$ cat src/hw/rtl/assert_macros.svh
// ---------------------------------------------------------------------------
// Assertion macros
// Shared concurrent assertion wrappers, clocked on clock.
// ---------------------------------------------------------------------------
`ifndef ASSERT_MACROS_SVH
`define ASSERT_MACROS_SVH

// checked only outside reset
`define RBP_ASSERT(label, prop, msg) \
   label: assert property (@(posedge clock) disable iff (reset) (prop)) else $error(msg);

// checked at every edge, reset included
`define RBP_ASSERT_ALWAYS(label, prop, msg) \
   label: assert property (@(posedge clock) (prop)) else $error(msg);

`endif

$ cat src/hw/rtl/rbp_pkg.sv
// ---------------------------------------------------------------------------
// rbp_pkg
// Types, constants and helpers of the record bitstream packer.
// ---------------------------------------------------------------------------
package rbp_pkg;

   localparam int COLUMN_W  = 4;
   localparam int ROW_W     = 5;
   localparam int SHAPE_W   = 5;
   localparam int REC_BITS  = COLUMN_W + ROW_W + SHAPE_W;
   localparam int WORD_BITS = 32;
   localparam int FILL_W    = 5;

   typedef logic [WORD_BITS-1:0] word_type;

   typedef struct packed {
      logic     has_full;
      word_type full_word;
      logic     has_flush;
      word_type flush_word;
   } entry_type;

   typedef struct packed {
      logic empty;
      logic full;
   } qstat_type;

   // stream order (bit 0 at MSB) to little-endian bytes, MSB first in a byte
   function automatic word_type byte_swap(input word_type w);
      word_type r;
      r = '0;
      for (int k = 0; k < WORD_BITS / 8; k++) begin
         r[8*k +: 8] = w[WORD_BITS-1-8*k -: 8];
      end
      return r;
   endfunction

endpackage

$ cat src/hw/rtl/rbp_interfaces.sv
// ---------------------------------------------------------------------------
// Channel interfaces
// Valid/ready channels for packer requests and packed words.
// ---------------------------------------------------------------------------
interface rbp_req_if;
   logic                        valid;
   logic                        ready;
   logic [rbp_pkg::COLUMN_W-1:0] column;
   logic [rbp_pkg::ROW_W-1:0]    row;
   logic [rbp_pkg::SHAPE_W-1:0]  shape;
   logic                        last_record;

   modport source (output valid, column, row, shape, last_record, input ready);
   modport sink   (input valid, column, row, shape, last_record, output ready);
endinterface

interface rbp_rsp_if;
   logic                          valid;
   logic                          ready;
   logic [rbp_pkg::WORD_BITS-1:0] packed_word;
   logic                          last_word;

   modport source (output valid, packed_word, last_word, input ready);
   modport sink   (input valid, packed_word, last_word, output ready);
endinterface

$ cat src/hw/rtl/rbp_front.sv
// ---------------------------------------------------------------------------
// rbp_front
// Accepts requests, appends the 14-bit record to the partial word and
// queues the completed and flushed words that result.
// ---------------------------------------------------------------------------
`include "assert_macros.svh"

module rbp_front (
   input  logic               clock,
   input  logic               reset,
   rbp_req_if.sink            req_bus,
   input  rbp_pkg::qstat_type q_stat,
   output logic               push,
   output rbp_pkg::entry_type entry
);

   localparam int CW = 2 * rbp_pkg::WORD_BITS;

   logic [rbp_pkg::WORD_BITS-1:0] stream_ff, stream_in;
   logic [rbp_pkg::FILL_W-1:0]    fill_ff, fill_in;

   logic [rbp_pkg::REC_BITS-1:0]  rec;
   logic [CW-1:0]                 combined;
   logic [rbp_pkg::FILL_W:0]      sum;
   logic                          completes;
   logic [rbp_pkg::WORD_BITS-1:0] rest;
   logic                          accept;

   assign req_bus.ready = !q_stat.full;
   assign accept        = req_bus.valid && req_bus.ready;

   assign rec       = {req_bus.column, req_bus.row, req_bus.shape};
   assign combined  = {stream_ff, {rbp_pkg::WORD_BITS{1'b0}}}
                    | ({rec, {(CW - rbp_pkg::REC_BITS){1'b0}}} >> fill_ff);
   assign sum       = {1'b0, fill_ff} + (rbp_pkg::FILL_W + 1)'(rbp_pkg::REC_BITS);
   assign completes = sum[rbp_pkg::FILL_W];
   assign rest      = completes ? combined[rbp_pkg::WORD_BITS-1:0]
                                : combined[CW-1 -: rbp_pkg::WORD_BITS];

   always_comb begin
      entry.has_full   = completes;
      entry.full_word  = rbp_pkg::byte_swap(combined[CW-1 -: rbp_pkg::WORD_BITS]);
      entry.has_flush  = req_bus.last_record;
      entry.flush_word = rbp_pkg::byte_swap(rest);
      push             = accept && (completes || req_bus.last_record);
   end

   always_comb begin
      stream_in = stream_ff;
      fill_in   = fill_ff;
      if (accept) begin
         if (req_bus.last_record) begin
            stream_in = '0;
            fill_in   = '0;
         end else begin
            stream_in = rest;
            fill_in   = sum[rbp_pkg::FILL_W-1:0];
         end
      end
   end

   always_ff @(posedge clock) begin
      if (reset) begin
         stream_ff <= '0;
         fill_ff   <= '0;
      end else begin
         stream_ff <= stream_in;
         fill_ff   <= fill_in;
      end
   end

   // records are 14 bits wide, so the fill level stays even
   `RBP_ASSERT_ALWAYS(a_fill_even, reset || !fill_ff[0], "odd fill level")

endmodule

$ cat src/hw/rtl/rbp_queue.sv
// ---------------------------------------------------------------------------
// rbp_queue
// Short FIFO of word entries between the front and back parts.
// ---------------------------------------------------------------------------
`include "assert_macros.svh"

module rbp_queue #(
   parameter int DEPTH = 4
) (
   input  logic               clock,
   input  logic               reset,
   input  logic               push,
   input  rbp_pkg::entry_type wr_entry,
   input  logic               pop,
   output rbp_pkg::entry_type head,
   output rbp_pkg::qstat_type q_stat
);

   localparam int AW = (DEPTH > 1) ? $clog2(DEPTH) : 1;
   localparam int NW = $clog2(DEPTH + 1);

   rbp_pkg::entry_type entries_ff [DEPTH];
   logic [AW-1:0]      wr_ptr_ff, wr_ptr_in;
   logic [AW-1:0]      rd_ptr_ff, rd_ptr_in;
   logic [NW-1:0]      count_ff, count_in;
   logic               do_push, do_pop;

   assign q_stat.empty = (count_ff == '0);
   assign q_stat.full  = (count_ff == NW'(DEPTH));
   assign head         = entries_ff[rd_ptr_ff];
   assign do_push      = push && !q_stat.full;
   assign do_pop       = pop && !q_stat.empty;

   always_comb begin
      wr_ptr_in = wr_ptr_ff;
      rd_ptr_in = rd_ptr_ff;
      count_in  = count_ff;
      if (do_push) begin
         wr_ptr_in = (wr_ptr_ff == AW'(DEPTH - 1)) ? '0 : wr_ptr_ff + 1'b1;
      end
      if (do_pop) begin
         rd_ptr_in = (rd_ptr_ff == AW'(DEPTH - 1)) ? '0 : rd_ptr_ff + 1'b1;
      end
      if (do_push && !do_pop) begin
         count_in = count_ff + 1'b1;
      end else if (do_pop && !do_push) begin
         count_in = count_ff - 1'b1;
      end
   end

   always_ff @(posedge clock) begin
      if (do_push) begin
         entries_ff[wr_ptr_ff] <= wr_entry;
      end
   end

   always_ff @(posedge clock) begin
      if (reset) begin
         wr_ptr_ff <= '0;
         rd_ptr_ff <= '0;
         count_ff  <= '0;
      end else begin
         wr_ptr_ff <= wr_ptr_in;
         rd_ptr_ff <= rd_ptr_in;
         count_ff  <= count_in;
      end
   end

   `RBP_ASSERT(a_no_overflow, !(push && q_stat.full), "push into full queue")
   `RBP_ASSERT(a_count_range, count_ff <= NW'(DEPTH), "queue count out of range")

endmodule

$ cat src/hw/rtl/rbp_back.sv
// ---------------------------------------------------------------------------
// rbp_back
// Drains queue entries to the registered output: one word per cycle if ready.
// ---------------------------------------------------------------------------
`include "assert_macros.svh"

module rbp_back (
   input  logic               clock,
   input  logic               reset,
   input  rbp_pkg::entry_type head,
   input  rbp_pkg::qstat_type q_stat,
   output logic               pop,
   rbp_rsp_if.source          rsp_bus
);

   logic                          rsp_valid_ff, rsp_valid_in;
   logic [rbp_pkg::WORD_BITS-1:0] word_ff, word_in;
   logic                          last_ff, last_in;
   logic                          phase_ff, phase_in;
   logic                          load;

   assign load = !q_stat.empty && (!rsp_valid_ff || rsp_bus.ready);

   always_comb begin
      rsp_valid_in = rsp_valid_ff && !rsp_bus.ready;
      word_in      = word_ff;
      last_in      = last_ff;
      phase_in     = phase_ff;
      pop          = 1'b0;
      if (load) begin
         rsp_valid_in = 1'b1;
         if (head.has_full && !phase_ff) begin
            word_in = head.full_word;
            last_in = 1'b0;
            if (head.has_flush) begin
               phase_in = 1'b1;
            end else begin
               pop = 1'b1;
            end
         end else begin
            word_in  = head.flush_word;
            last_in  = 1'b1;
            phase_in = 1'b0;
            pop      = 1'b1;
         end
      end
   end

   always_ff @(posedge clock) begin
      if (reset) begin
         rsp_valid_ff <= 1'b0;
         phase_ff     <= 1'b0;
      end else begin
         rsp_valid_ff <= rsp_valid_in;
         phase_ff     <= phase_in;
      end
      word_ff <= word_in;
      last_ff <= last_in;
   end

   assign rsp_bus.valid       = rsp_valid_ff;
   assign rsp_bus.packed_word = word_ff;
   assign rsp_bus.last_word   = last_ff;

   // mid-entry: the head still holds the pending flush word
   `RBP_ASSERT(a_phase_head, phase_ff |-> (!q_stat.empty && head.has_flush),
      "split entry lost its flush word")

endmodule

$ cat src/hw/rtl/record_bitstream_packer.sv
// A word reaches rsp through a queue entry and then the output register.
// One request per cycle while the queue has room; output drains one word per
// cycle while ready; a final request that completes a word yields two words.
// The entry queue (QUEUE_DEPTH entries) decouples packing from the output.
// Reset (synchronous) clears the partial word, fill level, queue and output.
// ---------------------------------------------------------------------------
// record_bitstream_packer
// Packs 14-bit records into 32-bit words with flush on the last record.
// ---------------------------------------------------------------------------
module record_bitstream_packer #(
   parameter int QUEUE_DEPTH = 4
) (
   input  logic       clock,
   input  logic       reset,
   rbp_req_if.sink    req_bus,
   rbp_rsp_if.source  rsp_bus
);

   rbp_pkg::entry_type wr_entry;
   rbp_pkg::entry_type head;
   rbp_pkg::qstat_type q_stat;
   logic               push;
   logic               pop;

   rbp_front u_front (
      .clock   (clock),
      .reset   (reset),
      .req_bus (req_bus),
      .q_stat  (q_stat),
      .push    (push),
      .entry   (wr_entry)
   );

   rbp_queue #(
      .DEPTH (QUEUE_DEPTH)
   ) u_queue (
      .clock    (clock),
      .reset    (reset),
      .push     (push),
      .wr_entry (wr_entry),
      .pop      (pop),
      .head     (head),
      .q_stat   (q_stat)
   );

   rbp_back u_back (
      .clock   (clock),
      .reset   (reset),
      .head    (head),
      .q_stat  (q_stat),
      .pop     (pop),
      .rsp_bus (rsp_bus)
   );

endmodule

$ cat src/flat_wrapper.sv
// flat-port wrapper written by rule: the top's interface ports become plain ports
module record_bitstream_packer_flat 
#(
   parameter int QUEUE_DEPTH = 4
)
  (clock, reset, req_bus_valid, req_bus_column, req_bus_row, req_bus_shape, req_bus_last_record, req_bus_ready, rsp_bus_valid, rsp_bus_packed_word, rsp_bus_last_word, rsp_bus_ready);
  rbp_req_if req_bus_i ();
  rbp_rsp_if rsp_bus_i ();
  input  logic clock;
  input  logic reset;
  input wire logic [$bits(req_bus_i.valid)-1:0] req_bus_valid;
  input wire logic [$bits(req_bus_i.column)-1:0] req_bus_column;
  input wire logic [$bits(req_bus_i.row)-1:0] req_bus_row;
  input wire logic [$bits(req_bus_i.shape)-1:0] req_bus_shape;
  input wire logic [$bits(req_bus_i.last_record)-1:0] req_bus_last_record;
  output wire logic [$bits(req_bus_i.ready)-1:0] req_bus_ready;
  output wire logic [$bits(rsp_bus_i.valid)-1:0] rsp_bus_valid;
  output wire logic [$bits(rsp_bus_i.packed_word)-1:0] rsp_bus_packed_word;
  output wire logic [$bits(rsp_bus_i.last_word)-1:0] rsp_bus_last_word;
  input wire logic [$bits(rsp_bus_i.ready)-1:0] rsp_bus_ready;
  assign req_bus_i.valid = req_bus_valid;
  assign req_bus_i.column = req_bus_column;
  assign req_bus_i.row = req_bus_row;
  assign req_bus_i.shape = req_bus_shape;
  assign req_bus_i.last_record = req_bus_last_record;
  assign req_bus_ready = req_bus_i.ready;
  assign rsp_bus_valid = rsp_bus_i.valid;
  assign rsp_bus_packed_word = rsp_bus_i.packed_word;
  assign rsp_bus_last_word = rsp_bus_i.last_word;
  assign rsp_bus_i.ready = rsp_bus_ready;
  record_bitstream_packer #(.QUEUE_DEPTH(QUEUE_DEPTH)) u_core (.clock(clock), .reset(reset), .req_bus(req_bus_i), .rsp_bus(rsp_bus_i));
endmodule
$ cat config.mk
export PLATFORM = sky130hd
export DESIGN_NAME = record_bitstream_packer_flat
export DESIGN_NICKNAME = d
export VERILOG_FILES = /design/src/hw/rtl/rbp_pkg.sv /design/src/hw/rtl/rbp_interfaces.sv /design/src/hw/rtl/rbp_front.sv /design/src/hw/rtl/rbp_queue.sv /design/src/hw/rtl/rbp_back.sv /design/src/hw/rtl/record_bitstream_packer.sv /design/src/flat_wrapper.sv
export VERILOG_INCLUDE_DIRS = /design/src /design/src/hw/rtl
export SDC_FILE = /design/constraint.sdc
export NUM_CORES = 1
export LEC_CHECK = 0
export BUFFER_PORTS_ARGS = -buffer_cell sky130_fd_sc_hd__buf_4
export CORE_AREA = 3 3 195 150
export CTS_CLUSTER_SIZE = 28
export DETAILED_ROUTE_END_ITERATION = 10
export DIE_AREA = 0 0 198 153
export PLACE_DENSITY_LB_ADDON = 0.05
export SETUP_SLACK_MARGIN = 0.05
export SKIP_CTS_REPAIR_TIMING = 1
export SLEW_MARGIN = 25
export SYNTH_ARGS = -nofsm -noshare
export SYNTH_HDL_FRONTEND = slang
export SYNTH_SLANG_ARGS = --single-unit
$ cat constraint.sdc
create_clock -name clock -period 3.24 [get_ports clock]
set_input_delay 0.324 -clock clock [delete_from_list [all_inputs] [get_ports clock]]
set_output_delay 0.324 -clock clock [all_outputs]
set_load 0.02 [all_outputs]
# --- After elaboration in Yosys (flattened, before gate mapping) ---
# Memories as Yosys holds them, arrays and structs flattened. A register that Yosys moved wholly into a read port is not among the register bits.
# Index checks and enable logic that the tools add are counted.
totals:
  n_memories: 1
  ramBits: 264
  register_bits: 79
  out_inout_bits: 35
mem_list:
  columns: ["name", "words", "width", "rd", "rd_ports_with_merged_regs", "wr", "line_no", "rtl"]
  rows:
  - ["u_core.u_queue.entries_ff", 4, 66, 1, 1, 1, "rbp_queue.sv:22", "rbp_pkg::entry_type entries_ff [DEPTH];"]
classes:
  n_mux: 19
  shift: 1
  n_eq_ne: 4
  reduce_logical: 21
  n_addsub: 5
  bitwise_logic: 1
ops:
  columns: ["cell", "count"]
  rows:
  - ["32-bit 2-to-1 mux", 3]
  - ["64-bit OR", 1]
  - ["64-bit by 5-bit >> shifter with 64-bit output", 1]
  - ["1-bit logical AND", 9]
  - ["1-bit 2-to-1 mux", 9]
  - ["2-bit 2-to-1 mux", 4]
  - ["1-bit logical NOT", 7]
  - ["5-bit by 4-bit adder with 6-bit output (second input constant)", 1]
  - ["3-bit 2-to-1 mux", 2]
  - ["5-bit 2-to-1 mux", 1]
  - ["2-bit by 1-bit adder with 2-bit output (second input constant)", 2]
  - ["2-bit equality test (second input constant)", 2]
  - ["3-bit by 1-bit adder with 3-bit output (second input constant)", 1]
  - ["3-bit equality test (second input constant)", 1]
  - ["3-bit logical NOT", 1]
  - ["3-bit by 1-bit subtractor with 3-bit output (second input constant)", 1]
  - ["1-bit logical OR", 2]
  - ["2-bit by 1-bit != test with 1-bit output (second input constant)", 1]
  - ["2-bit AND reduction", 1]
  - ["2-bit nonzero test", 1]

# --- Logic depth before layout (Yosys ltp) ---
logic_depth:
  ltp_word: 9
  mapped_depth: 14

# --- Cells and area by module ---
# From an unflattened synthesis, not the netlist that was laid out.
hier_totals:
  cells_unflattened: 900
  hier_area_um2: 14526.4
modules_own_cells:
  columns: ["module", "n_inst", "area_each_um2", "cells_per_inst", "seq_area_each_um2"]
  rows:
  - ["rbp_queue", 1, 10020.9, 394, 8107.8]
  - ["rbp_front", 1, 2939.1, 358, 720.7]
  - ["rbp_back", 1, 1566.5, 148, 1031.0]

# --- Least setup slack after synthesis ---
# OpenSTA, ideal clock, no wires.
synth_path:
  path_kind: "register -> register"
  start: "register u_core.u_queue.count_ff[0]"
  end: "register u_core.u_queue.count_ff[2]"
  period_less_slack_ns: 3.577
  slack_ns: -0.337
  arrival_time_ns: 3.507
  setup_time_ns: 0.070
  required_ns: 3.170
  stages_incl_launch_ff: 11
  cell_sequence: "dfxtp_1 > nor3_1 > a21oi_1 > o21a_1 > inv_1 > ha_1 > inv_1 > fa_1 > xor2_1 > or3_1 > a21oi_1"
synth_between:
  elab_chain_len: 8
synth_lines:
  columns: ["element", "line_no", "rtl"]
  rows:
  - ["start, declared", "rbp_queue.sv:25", "logic [NW-1:0] count_ff, count_in;"]
  - ["start signal, assigned", "rbp_queue.sv:65", "count_ff <= count_in;"]
  - ["3-bit logical NOT (*)", "rbp_queue.sv:28", "assign q_stat.empty = (count_ff == '0);"]
  - ["1-bit logical NOT (*)", "rbp_back.sv:22", "assign load = !q_stat.empty && (!rsp_valid_ff || rsp_bus.ready);"]
  - ["1-bit logical AND (*)", "rbp_back.sv:22", null]
  - ["net u_core.u_back.load", "rbp_back.sv:20", "logic load;"]
  - ["1-bit 2-to-1 mux (*)", "rbp_back.sv:30", "if (load) begin"]
  - ["1-bit logical AND (*)", "rbp_queue.sv:32", "assign do_pop = pop && !q_stat.empty;"]
  - ["1-bit logical NOT", "rbp_queue.sv:44", "if (do_push && !do_pop) begin"]
  - ["1-bit logical AND", "rbp_queue.sv:44", null]
  - ["3-bit 2-to-1 mux / 2-bit nonzero test (equally long branches)", null, null]
# The timed path passes the listed nets; every way through them passes the cells marked *. The select of a mux whose other input is x is not followed.
# A chain may end at the register's enable or synchronous reset.

==> run summary <==
htree depth -> 2
Mapped Area -> 15,300 sq um
CTS tree -> done
gr usage total -> 22.9%
CP max FO -> 129
DRT Pass-1 Iters -> 5
Yosys cell types -> 66
chip height -> 153 um
Starting Density -> 55.4%
clock buffer depth -> 3
Final Max Slew Viols -> 0
number of flops mapped to enable cells by yosys -> 297
RePlAce Congestion -> 0.954
FILL cells -> 2,109
Worst path slowest cell -> dfxtp_1
starting DRC count in detailed routing -> 846
Final Hold Violating Endpoints -> 0
die area -> 30,300 sq um
crit-path cells -> mux2_2, a22oi_4, buf_12, mux2i_1, and4_1
GRT Residual Overflow -> 0
DR WL/cell -> 21.4 um
maxcap violations -> 0
Skew-Pair Late Insertion Delay -> 520 ps
FFs w/ async S/R, synth -> 0%
Area growth, synth to finish -> 12.4%
Sink Count -> 344
Worst-path clk slew -> 60 ps
WP data arrival -> 2990 ps
CP top delay family -> multiplexers
Buf+Inv Stages, Crit Path -> 1
dominant synthesized flop cell -> edfxtp_1
post-DP HPWL -> 21,300 um
critical path type -> reg -> reg
Seq cells post-synth -> 344
post-route core utilization -> 62.3%
Highest Clock Rate -> 0.367 GHz
Post-Synthesis Cells -> 1,171
FP Rows -> 53
Crit. End Element -> register
pin count of the biggest net entering global routing -> 130
WP data required -> 3510 ps
Post-Route WL -> 34,100 um
startpoint types -> register
Sw Share -> 32.2%
sequential share of the synthesized area -> 64.5%
leak pwr -> 6.68 nW
Seq pwr share -> 40.3%
Die Wd -> 198 um
Final setup violation count -> 0
switching power total -> 4.67 mW
CTS Buf Count -> 35
DRC viols -> 0
Clock Power Share -> 27.5%
RSZ-0062 raised after global routing -> false
initial antenna violation count -> 0
vias in the first global route -> 9,112
syn_nets -> 1,198
fin crit share -> 84.2%
Avg Inst Size Synth -> 13.0 sq um
Routed Antenna Nets -> 0
vias per cell -> 5.91
clk root buf -> clkbuf_16
PortBufs -> 53
Min-Delay Path Class -> in -> reg
Slew HR -> 14.9%
Internal -> 9.85 mW
worst slew pin tran -> 1280 ps
Max VDD drop -> 2.17 mV
Final Critical Period -> 2730 ps
I/O pins -> 54
vias -> 9,439
skew final -> 9.91 ps
combinational share of power -> 32.2%
first-pass GRT wire length -> 53,400 um
Core Area -> 27,600 sq um
TNS Setup -> 0 ps
antenna fix cells -> 0
Pwr Density -> 845 nW/um^2
run status -> finished, final reports clean
Worst path max stage delay -> 490 ps
layout cells sized above 1 -> 15.0%
NumNets Final -> 1,241
synth warn -> 0
-- routing by layer --
layer  global-route usage (%)  share of wire (%)  vias up
met4                     5.32                1.6        0
met5                        0                  0        -
li1                         -                  -     4417
met2                     32.7                 42      303
met1                     36.4                 50     4669
met3                     4.61                6.3       50
-- sequential cells by signal, indices dropped and copies added, names as in the netlist, named ones only --
register / flops
u_core.u_front.fill_ff: 4
u_core.u_queue.wr_ptr_ff: 2
u_core.u_back.rsp_bus.packed_word: 32
u_core.u_queue.count_ff: 3
u_core.u_back.phase_ff: 1
u_core.u_front.stream_ff: 32
u_core.u_queue.rd_ptr_ff: 2
u_core.u_back.rsp_bus.valid: 1
u_core.u_queue.entries_ff: 264
u_core.u_back.rsp_bus.last_word: 1
-- cell type report --
cell class	count	area, sq um	share of cell area, %
Clock buffer	51	1030	5.99
Clock inverter	12	115	0.670
Inverter	21	78.8	0.459
Multi-Input combinational cell	732	4980	29.0
Sequential cell	344	9860	57.4
Tap cell	357	447	2.60
Timing Repair Buffer	80	676	3.93
-- final timing paths --
kind                                             start                                              end  slack, ps  cells past startpoint
min reg2reg  u_core.u_front.stream_ff[10]$_SDFFE_PP0N_        u_core.u_front.stream_ff[10]$_SDFFE_PP0N_        450                      2
max                                           register  u_core.u_back.rsp_bus.packed_word[17]$_DFFE_PN_        510                      5
min                                req_bus_last_record       u_core.u_queue.entries_ff[2][32]$_DFFE_PP_        110                      1
max reg2reg                                   register  u_core.u_back.rsp_bus.packed_word[17]$_DFFE_PN_        510                      5
-- placed cells by master, fill, tap and decap left out, types with 10 or more instances in the layout --
master       n
mux2i_1    132
a31oi_1     12
clkbuf_16   37
nand3_1     12
inv_1       20
a32oi_1     10
a22o_1      25
dfxtp_1     47
buf_4       74
edfxtp_1   297
a21oi_1     25
and4_1      32
mux2_2      12
nand2_1     24
a21o_1      11
nor2_1     281
-- cells in the mapped netlist, drive strengths merged, types with 4 or more instances --
cell       n  area share (%)
and4      32             1.8
inv       21            0.52
mux2      23             1.9
or3        5            0.20
a22o      27             1.6
a21o      11            0.54
buf       38             1.7
and2      11            0.46
nor2     281             6.9
clkbuf    36            0.88
edfxtp   297              58
nand3     12            0.39
a32o       6            0.39
nor3      10            0.36
dfxtp     47             6.2
nor2b      8            0.33
nand2b     7            0.29
mux2i    132             8.6
o21ai     11            0.36
a32oi     10            0.57
nand2     25            0.61
a22oi     10            0.58
a21oi     27            0.88
nor3b      5            0.34
a2bb2oi    4            0.23
ha         7            0.57
o22ai      4            0.16
a31oi     12            0.49
o211ai     4            0.20
mux4       7             1.0
-- power groups by stage --
stage,registers [mW],logic [mW],clock network [mW]
after detailed placement,5.95,4.71,0
after global placement,5.94,4.67,0
final,5.85,4.68,3.99
after CTS,5.86,4.72,4.06
after floorplan,6.19,3.06,0
after global routing,5.90,5.10,4.26
-- cells by family after synthesis --
kind of cell               count (synthesis)  share of synthesized area, %
and+or+nand+nor                          417                          12.8
buffers and inverters                     95                          3.09
adders and majority gates                  8                         0.704
muxes                                    162                          11.6
DFF                                      344                          64.5
AOI/OAI and AO/OA                        143                          7.23
xor gates and xnor gates                   2                         0.115
-- metrics by stage --
step	area [sq um]	hold WS (ps)	setup slack, ps	total power, mW	cells
floorplan	15300	423	395	9.25	1171
global placement	16000	440	698	10.6	1534
detailed placement	16000	443	653	10.7	1534
CTS	17200	73.4	644	14.6	1597
global route	17200	87.9	430	15.3	1597
finish	17200	105	513	14.5	1597
(Power assumes the default switching activity.)
